--- src/rtl/array_priority_queue_assert.svh ---
// ----------------------------------------------------------------------------
// Assertion macros for the array priority queue
// Shared concurrent-assertion wrappers, clocked on clock, disabled in reset.
// ----------------------------------------------------------------------------
`ifndef ARRAY_PRIORITY_QUEUE_ASSERT_SVH
`define ARRAY_PRIORITY_QUEUE_ASSERT_SVH

// Check a consequence in the same cycle as its trigger
`define APQ_ASSERT_SAME(label, pre, post, msg) \
   label: assert property (@(posedge clock) disable iff (reset) (pre) |-> (post)) \
      else $error(msg);

// Check a consequence in the cycle after its trigger
`define APQ_ASSERT_NEXT(label, pre, post, msg) \
   label: assert property (@(posedge clock) disable iff (reset) (pre) |=> (post)) \
      else $error(msg);

`endif

--- src/rtl/apq_pkg.sv ---
// ----------------------------------------------------------------------------
// apq_pkg
// Commands, status codes and shared types of the array priority queue.
// ----------------------------------------------------------------------------
`timescale 1ns / 1ps

package apq_pkg;

   localparam int DATA_W      = 32;
   localparam int ENTRY_W     = 2 * DATA_W;
   localparam int CMD_W       = 2;
   localparam int COUNT_OUT_W = 5;

   // Command codes
   localparam logic [CMD_W-1:0] CMD_ENQ  = 2'd0;
   localparam logic [CMD_W-1:0] CMD_DEQ  = 2'd1;
   localparam logic [CMD_W-1:0] CMD_PEEK = 2'd2;

   // Result status codes
   typedef enum logic [1:0] {
      STAT_OK       = 2'd0,
      STAT_OVERFLOW = 2'd1,
      STAT_EMPTY    = 2'd2
   } status_type;

   // Control of one scan beat into the winner tracker
   typedef struct packed {
      logic load;   // read data of a held entry is present
      logic first;  // entry zero, restart the search
   } scan_ctrl_type;

endpackage

--- src/rtl/apq_ram.sv ---
// ----------------------------------------------------------------------------
// apq_ram
// Generic simple dual-port RAM: one write port, one read port, registered read.
// ----------------------------------------------------------------------------
`timescale 1ns / 1ps

module apq_ram #(
   parameter int WIDTH = 64,
   parameter int DEPTH = 16
) (
   input  logic                     clock,
   input  logic                     wr_en,
   input  logic [$clog2(DEPTH)-1:0] wr_addr,
   input  logic [WIDTH-1:0]         wr_data,
   input  logic                     rd_en,
   input  logic [$clog2(DEPTH)-1:0] rd_addr,
   output logic [WIDTH-1:0]         rd_data
);

   logic [WIDTH-1:0] mem_ff [DEPTH];
   logic [WIDTH-1:0] rd_data_ff;

   // Write one entry, and register one read entry, which appears in the next cycle
   always_ff @(posedge clock) begin
      if (wr_en) begin
         mem_ff[wr_addr] <= wr_data;
      end
      if (rd_en) begin
         rd_data_ff <= mem_ff[rd_addr];
      end
   end

   assign rd_data = rd_data_ff;

endmodule

--- src/rtl/apq_scan.sv ---
// ----------------------------------------------------------------------------
// apq_scan
// Winner tracker: keeps the highest-priority entry seen during a scan.
// ----------------------------------------------------------------------------
`timescale 1ns / 1ps

module apq_scan #(
   parameter int IDX_W = 4
) (
   input  logic                              clock,
   input  apq_pkg::scan_ctrl_type            ctrl,
   input  logic [IDX_W-1:0]                  idx,
   input  logic signed [apq_pkg::DATA_W-1:0] value,
   input  logic signed [apq_pkg::DATA_W-1:0] priority_in,
   output logic [IDX_W-1:0]                  best_idx,
   output logic signed [apq_pkg::DATA_W-1:0] best_value,
   output logic signed [apq_pkg::DATA_W-1:0] best_priority
);

   logic [IDX_W-1:0]                  best_idx_ff;
   logic signed [apq_pkg::DATA_W-1:0] best_value_ff;
   logic signed [apq_pkg::DATA_W-1:0] best_priority_ff;
   logic                              take;

   // Replace only on strictly larger priority so the oldest entry wins ties
   assign take = ctrl.load && (ctrl.first || (priority_in > best_priority_ff));

   always_ff @(posedge clock) begin
      if (take) begin
         best_idx_ff      <= idx;
         best_value_ff    <= value;
         best_priority_ff <= priority_in;
      end
   end

   assign best_idx      = best_idx_ff;
   assign best_value    = best_value_ff;
   assign best_priority = best_priority_ff;

endmodule

--- src/rtl/array_priority_queue.sv ---
// ----------------------------------------------------------------------------
// array_priority_queue
// Unsorted array priority queue: append on enqueue, linear scan for the
// highest priority on dequeue and peek, then on dequeue shift later entries down.
// ----------------------------------------------------------------------------
//
//   Channel  Prefix  Direction  Beat contents
//   -------  ------  ---------  -------------------------------------------
//   request  req_    in         cmd, item_value, item_priority
//   result   rsp_    out        status, out_value, out_priority, entry_count
//
// Enqueue and every empty or full case go straight to completion. Peek and
// dequeue make one RAM read per held entry during the scan; dequeue then
// makes one read and one write per moved entry.
// Reset clears the count and the control; entries need no clearing pass.
// A new request is taken as soon as the previous one has finished, even
// while its result still waits in the output register under rsp_stall.
// ----------------------------------------------------------------------------
`timescale 1ns / 1ps
`include "array_priority_queue_assert.svh"

module array_priority_queue #(
   parameter int QUEUE_DEPTH = 16
) (
   input  logic                                   clock,
   input  logic                                   reset,
   input  logic                                   req_valid,
   output logic                                   req_stall,
   input  logic [apq_pkg::CMD_W-1:0]              req_cmd,
   input  logic signed [apq_pkg::DATA_W-1:0]      req_item_value,
   input  logic signed [apq_pkg::DATA_W-1:0]      req_item_priority,
   output logic                                   rsp_valid,
   input  logic                                   rsp_stall,
   output logic [1:0]                             rsp_status,
   output logic signed [apq_pkg::DATA_W-1:0]      rsp_out_value,
   output logic signed [apq_pkg::DATA_W-1:0]      rsp_out_priority,
   output logic [apq_pkg::COUNT_OUT_W-1:0]        rsp_entry_count
);

   localparam int IDX_W = $clog2(QUEUE_DEPTH);
   localparam int CNT_W = $clog2(QUEUE_DEPTH + 1);

   typedef enum logic [4:0] {
      S_IDLE  = 5'b00001,
      S_SCAN  = 5'b00010,
      S_PICK  = 5'b00100,
      S_SHIFT = 5'b01000,
      S_DONE  = 5'b10000
   } state_type;

   state_type            state_ff, state_in;
   logic [CNT_W-1:0]     cnt_ff, cnt_in;
   logic [CNT_W-1:0]     rd_ptr_ff, rd_ptr_in;
   logic                 issued_ff, issued_in;
   logic [IDX_W-1:0]     issued_idx_ff, issued_idx_in;
   logic                 is_deq_ff, is_deq_in;
   logic                 res_take_ff, res_take_in;
   apq_pkg::status_type  res_status_ff, res_status_in;

   logic                              rsp_valid_ff;
   logic [1:0]                        rsp_status_ff;
   logic signed [apq_pkg::DATA_W-1:0] rsp_value_ff;
   logic signed [apq_pkg::DATA_W-1:0] rsp_priority_ff;
   logic [apq_pkg::COUNT_OUT_W-1:0]   rsp_count_ff;

   logic                         req_fire;
   logic                         out_free;
   logic                         rd_en;
   logic [IDX_W-1:0]             rd_addr;
   logic [apq_pkg::ENTRY_W-1:0]  rd_data;
   logic                         wr_en;
   logic [IDX_W-1:0]             wr_addr;
   logic [apq_pkg::ENTRY_W-1:0]  wr_data;
   logic                         enq_write;
   logic                         scan_done;
   logic                         shift_done;
   apq_pkg::scan_ctrl_type       scan_ctrl;
   logic [IDX_W-1:0]             best_idx;
   logic signed [apq_pkg::DATA_W-1:0] best_value;
   logic signed [apq_pkg::DATA_W-1:0] best_priority;

   // Handshake
   assign req_stall = (state_ff != S_IDLE);
   assign req_fire  = req_valid && !req_stall;
   assign out_free  = !rsp_valid_ff || !rsp_stall;

   // Read port: walk held entries during scan and shift
   assign rd_en   = ((state_ff == S_SCAN) || (state_ff == S_SHIFT)) && (rd_ptr_ff < cnt_ff);
   assign rd_addr = rd_ptr_ff[IDX_W-1:0];

   assign scan_done  = (state_ff == S_SCAN) && issued_ff &&
                       (CNT_W'(issued_idx_ff) == (cnt_ff - CNT_W'(1)));
   assign shift_done = (state_ff == S_SHIFT) && !rd_en && !issued_ff;

   // Write port: append on enqueue, move an entry down during shift
   assign enq_write = req_fire && (req_cmd == apq_pkg::CMD_ENQ) &&
                      (cnt_ff < CNT_W'(QUEUE_DEPTH));
   assign wr_en     = enq_write || ((state_ff == S_SHIFT) && issued_ff);
   assign wr_addr   = enq_write ? cnt_ff[IDX_W-1:0] : (issued_idx_ff - IDX_W'(1));
   assign wr_data   = enq_write ? {req_item_value, req_item_priority} : rd_data;

   apq_ram #(
      .WIDTH (apq_pkg::ENTRY_W),
      .DEPTH (QUEUE_DEPTH)
   ) u_ram (
      .clock   (clock),
      .wr_en   (wr_en),
      .wr_addr (wr_addr),
      .wr_data (wr_data),
      .rd_en   (rd_en),
      .rd_addr (rd_addr),
      .rd_data (rd_data)
   );

   // Feed scan beats into the winner tracker
   assign scan_ctrl.load  = (state_ff == S_SCAN) && issued_ff;
   assign scan_ctrl.first = (issued_idx_ff == '0);

   apq_scan #(
      .IDX_W (IDX_W)
   ) u_scan (
      .clock         (clock),
      .ctrl          (scan_ctrl),
      .idx           (issued_idx_ff),
      .value         (rd_data[apq_pkg::ENTRY_W-1:apq_pkg::DATA_W]),
      .priority_in   (rd_data[apq_pkg::DATA_W-1:0]),
      .best_idx      (best_idx),
      .best_value    (best_value),
      .best_priority (best_priority)
   );

   // Sequencer
   always_comb begin
      state_in      = state_ff;
      cnt_in        = cnt_ff;
      rd_ptr_in     = rd_en ? (rd_ptr_ff + CNT_W'(1)) : rd_ptr_ff;
      issued_in     = rd_en;
      issued_idx_in = rd_addr;
      is_deq_in     = is_deq_ff;
      res_take_in   = res_take_ff;
      res_status_in = res_status_ff;
      unique case (state_ff)
         S_IDLE: begin
            if (req_fire) begin
               res_take_in   = 1'b0;
               res_status_in = apq_pkg::STAT_OK;
               state_in      = S_DONE;
               priority if (req_cmd == apq_pkg::CMD_ENQ) begin
                  if (cnt_ff < CNT_W'(QUEUE_DEPTH)) begin
                     cnt_in = cnt_ff + CNT_W'(1);
                  end else begin
                     res_status_in = apq_pkg::STAT_OVERFLOW;
                  end
               end else if ((req_cmd == apq_pkg::CMD_DEQ) ||
                            (req_cmd == apq_pkg::CMD_PEEK)) begin
                  if (cnt_ff == '0) begin
                     res_status_in = apq_pkg::STAT_EMPTY;
                  end else begin
                     is_deq_in   = (req_cmd == apq_pkg::CMD_DEQ);
                     res_take_in = 1'b1;
                     rd_ptr_in   = '0;
                     state_in    = S_SCAN;
                  end
               end else begin
                  res_status_in = apq_pkg::STAT_OK;
               end
            end
         end
         S_SCAN: begin
            if (scan_done) begin
               state_in = is_deq_ff ? S_PICK : S_DONE;
            end
         end
         S_PICK: begin
            rd_ptr_in = CNT_W'(best_idx) + CNT_W'(1);
            state_in  = S_SHIFT;
         end
         S_SHIFT: begin
            if (shift_done) begin
               cnt_in   = cnt_ff - CNT_W'(1);
               state_in = S_DONE;
            end
         end
         S_DONE: begin
            if (out_free) begin
               state_in = S_IDLE;
            end
         end
         default: begin
            state_in = S_IDLE;
         end
      endcase
   end

   // Control registers
   always_ff @(posedge clock) begin
      if (reset) begin
         state_ff  <= S_IDLE;
         cnt_ff    <= '0;
         rd_ptr_ff <= '0;
         issued_ff <= 1'b0;
      end else begin
         state_ff  <= state_in;
         cnt_ff    <= cnt_in;
         rd_ptr_ff <= rd_ptr_in;
         issued_ff <= issued_in;
      end
   end

   // Per-request bookkeeping
   always_ff @(posedge clock) begin
      issued_idx_ff <= issued_idx_in;
      is_deq_ff     <= is_deq_in;
      res_take_ff   <= res_take_in;
      res_status_ff <= res_status_in;
   end

   // Output register: hold a beat until the receiver takes it
   always_ff @(posedge clock) begin
      if (reset) begin
         rsp_valid_ff <= 1'b0;
      end else if ((state_ff == S_DONE) && out_free) begin
         rsp_valid_ff <= 1'b1;
      end else if (!rsp_stall) begin
         rsp_valid_ff <= 1'b0;
      end
   end

   always_ff @(posedge clock) begin
      if ((state_ff == S_DONE) && out_free) begin
         rsp_status_ff   <= res_status_ff;
         rsp_value_ff    <= res_take_ff ? best_value : '0;
         rsp_priority_ff <= res_take_ff ? best_priority : '0;
         rsp_count_ff    <= apq_pkg::COUNT_OUT_W'(cnt_ff);
      end
   end

   assign rsp_valid        = rsp_valid_ff;
   assign rsp_status       = rsp_status_ff;
   assign rsp_out_value    = rsp_value_ff;
   assign rsp_out_priority = rsp_priority_ff;
   assign rsp_entry_count  = rsp_count_ff;

   // Assertions
   `APQ_ASSERT_SAME(a_cnt_bound, 1'b1, cnt_ff <= CNT_W'(QUEUE_DEPTH),
                    "entry count above queue depth")
   `APQ_ASSERT_NEXT(a_deq_scans,
                    req_fire && (req_cmd == apq_pkg::CMD_DEQ) && (cnt_ff != '0),
                    state_ff == S_SCAN, "dequeue on a held entry did not start a scan")
   `APQ_ASSERT_SAME(a_shift_in_range, (state_ff == S_SHIFT) && wr_en,
                    (CNT_W'(wr_addr) + CNT_W'(1)) < cnt_ff,
                    "shift writes beyond the held entries")
   `APQ_ASSERT_SAME(a_rsp_from_done, $rose(rsp_valid_ff),
                    $past(state_ff == S_DONE), "result raised outside completion")

endmodule

--- config.mk ---
export PLATFORM = sky130hd
export DESIGN_NAME = array_priority_queue
export DESIGN_NICKNAME = d
export VERILOG_FILES = /design/src/rtl/apq_pkg.sv /design/src/rtl/apq_ram.sv /design/src/rtl/apq_scan.sv /design/src/rtl/array_priority_queue.sv
export VERILOG_INCLUDE_DIRS = /design/src /design/src/rtl
export SDC_FILE = /design/constraint.sdc
export NUM_CORES = 1
export LEC_CHECK = 0
export ABC_AREA = 0
export BUFFER_PORTS_ARGS = -buffer_cell sky130_fd_sc_hd__buf_4
export CAP_MARGIN = 25
export CORE_ASPECT_RATIO = 0.8
export CORE_MARGIN = 1.5
export CORE_UTILIZATION = 40
export CTS_CLUSTER_DIAMETER = 200
export CTS_CLUSTER_SIZE = 40
export DETAILED_ROUTE_END_ITERATION = 10
export PLACE_DENSITY_LB_ADDON = 0.2
export SYNTH_ARGS = -nofsm -noshare
export SYNTH_HDL_FRONTEND = slang
export SYNTH_SLANG_ARGS = --single-unit
--- constraint.sdc ---
create_clock -name clock -period 17 [get_ports clock]
set_clock_uncertainty 0.05 [all_clocks]
set_input_delay 0.85 -clock clock [delete_from_list [all_inputs] [get_ports clock]]
set_output_delay 0.85 -clock clock [all_outputs]
set_load 0.02 [all_outputs]
==> impl_metrics.json <==
{
  "tightest_slew_ns": 1.12,
  "drt-initial-drc-count": 2134,
  "gp_congestion": 0.746,
  "period_share_pct": 27.6,
  "slew_headroom_pct": 25.0,
  "postLayoutCoreUtil_pct": 44.0,
  "wl_met1_mm": 47.4,
  "grt-ovfl-total": 0,
  "cts_resized": 0,
  "synth_seq_cells": 1252,
  "cts_buffer_depth": 3,
  "drc_errors": 0,
  "crit_arrival_ns": 5.03,
  "pwr-share-clk_pct": 26.3,
  "wl_met2_mm": 51.5,
  "clk_latency_ns": 0.65,
  "synth_top_area_cell": "edfxtp_1",
  "dr.pass1.iters": 5,
  "post_cts_buffers": 0,
  "area_growth_pct": 8.93,
  "async_flop_share_pct": 0,
  "numCtsBuffers": 37,
  "rows": 113,
  "yosys_warnings": 0,
  "multiInputGateArea_um2": 10200,
  "netlist_instances": 2221,
  "yosysUniqueCellTypes": 48,
  "final-hold-violation-count": 0,
  "h-tree-depth": 2,
  "swShare_pct": 19.9,
  "wl_met3_mm": 4.43,
  "clockRootBuffer": "clkbuf_16",
  "seqPwrFrac_pct": 70.7,
  "worstReg2RegStart": "rd_ptr_ff[0]",
  "port_buffers": 142,
  "syn_nets": 2335,
  "p_int_mw": 3.86,
  "syn_area_per_cell_um2": 21.6,
  "drive_gt1_share_pct": 24.3,
  "grt_start_max_net_pins": 154,
  "min_path_cells": 0,
  "start_kind": "register",
  "synthTopCellsByArea": "edfxtp_1 77%, mux4_2 15%, nand2_1 1.7%, ha_1 1.1%, and2_1 0.91%",
  "vias": 21388,
  "required_ns": 17.34,
  "slew_violations": 0,
  "fmax_mhz": 213,
  "io_pins": 143,
  "total_power_mw": 4.82,
  "setup_violations": 0,
  "coreArea_um2": 119000,
  "timing.hold.ws_ns": 0.390,
  "hold_start": "res_status_ff[1]",
  "die_w_um": 390,
  "power.leakage_nw": 16.0,
  "yosys-top-cells-count": "1,231 x edfxtp_1, 320 x mux4_2, 212 x nand2_1",
  "fillers": 9986,
  "min_to": "rsp_status[1]",
  "dieArea_um2": 122000,
  "grt_setup_unrepaired": "false",
  "synth_edf_count": 1231,
  "path_max_fanout": 108,
  "p_per_area_nw_per_um2": 92.1,
  "min_period_ns": 4.68,
  "antenna_found_initial": 4,
  "clk_pin_slew_worst_paths_ns": 0.15,
  "tns_ns": 0,
  "ant_nets": 0,
  "cts_sinks": 1252,
  "die_y_um": 313,
  "synthFlopType": "edfxtp_1",
  "synth_top_cell_area_share_pct": 77.0,
  "synth_area_um2": 48000,
  "grt_pass1_vias": 22501,
  "hold_path.class": "register to register",
  "topRoutingLayerUsed": "met5",
  "reg2reg_to": "u_ram.rd_data[37]",
  "p_comb_share_pct": 3.0,
  "switching_power_mw": 0.960,
  "synth_seq_area_share_pct": 77.9,
  "holdBufCountCts": 0,
  "n_antenna_cell": 0,
  "reg2reg_slack_ns": 12.32,
  "fin_nets": 2459,
  "crit_type": "register to register",
  "place_hpwl_mm": 56.1,
  "grt_usage_pct": 17.2,
  "reg2reg_depth": 5,
  "maxCapViolations": 0,
  "finalWirelength_mm": 105,
  "status": "completed",
  "final-seq-area_um2": 37400,
  "tritoncts": "built",
  "crit_path_end_kind": "register",
  "initial_utilization_pct": 40.4,
  "viasPerCell": 5.39,
  "grt_first_pass_wirelength_mm": 154,
  "yosysMostFrequentCell": "edfxtp_1",
  "post_drt_wl_per_cell_um": 26.4,
  "vdd_drop_max_mv": 0.0621
}
==> critical path: stages (launching register included) <==
cell     delay [ns]
dfxtp_4        0.86
buf_4          0.73
buf_12         0.75
buf_4          0.82
mux4_2         0.60
mux4_2         0.48
==> cell families after synthesis <==
kind of cell,synth area share [%]
flops,77.9
simple gates,3.56
mux,15.0
buf+inv,1.18
compound gates,0.826
fa+ha+maj,1.15
xor+xnor,0.401
==> how the worst max path moves through the flow <==
stage	from	end	cells past startpoint	slack [ns]
floorplan	u_ram.rd_data[10]	u_scan.best_idx[0]	8	11.39
global placement	rd_ptr_ff[0]	u_ram.rd_data[38]	5	12.21
detailed placement	rd_ptr_ff[0]	u_ram.rd_data[37]	5	12.14
CTS	rd_ptr_ff[0]	u_ram.rd_data[37]	5	12.14
global route	rd_ptr_ff[0]	u_ram.rd_data[42]	5	11.85
finish	rd_ptr_ff[0]	u_ram.rd_data[37]	5	12.32
==> registers in the layout (all words and copies together) (netlist names), 32 cells and up <==
| signal | count |
|---|---|
| u_scan.best_value | 32 |
| u_ram.mem_ff | 1024 |
| rsp_out_value | 32 |
| u_scan.best_priority | 32 |
| rsp_out_priority | 32 |
| u_ram.rd_data | 64 |
==> per-layer routing <==
metal	global-route usage [%]	vias to the layer above
li1	-	9204
met1	25.1	11646
met2	28.6	469
met3	1.97	67
met4	2.77	2
met5	0	-
==> per-stage QoR <==
step	worst slack, ns	instances	instance area [um2]
after floorplan	11.39	2221	48000
after CTS	12.14	3966	52200
after global routing	11.85	3969	52300
final	12.32	3969	52300
after detailed placement	12.14	3913	51200
after global placement	12.21	3911	51200
==> layout by cell type (no fill, tap or decap), types with 4 or more instances in the layout <==
cell type and count:
clkbuf_16 37, dfxtp_4 4, nand3_1 14, xor2_1 6, a31oi_1 4, inv_1 44
nand2_1 212, buf_4 178, a21oi_1 21, nor3_1 5, clkbuf_1 13, and2_1 70
o21ai_0 11, nor2_4 16, mux4_2 320, dfxtp_1 17, nand4_1 6, edfxtp_1 1231
xnor2_1 16, nor2_1 30, a21o_1 4, ha_1 44
==> layout make-up <==
| cell class | count | share of cell area, % |
|---|---|---|
| clock buffer | 50 | 1.86 |
| clock inverter | 3 | 0.0909 |
| inverter | 46 | 0.332 |
| multi-input combinational | 823 | 19.5 |
| sequential | 1252 | 71.5 |
| tap | 1610 | 3.85 |
| timing repair buffer | 185 | 2.84 |
==> power by group through the flow <==
stage / logic (mW) / registers, mW / clock network [mW]
after floorplan: 0.0678 / 3.49 / 0
after global placement: 0.145 / 3.48 / 0
after detailed placement: 0.149 / 3.48 / 0
after CTS: 0.149 / 3.41 / 1.32
after global routing: 0.160 / 3.41 / 1.41
final: 0.144 / 3.41 / 1.27
(Power assumes the default switching activity.)
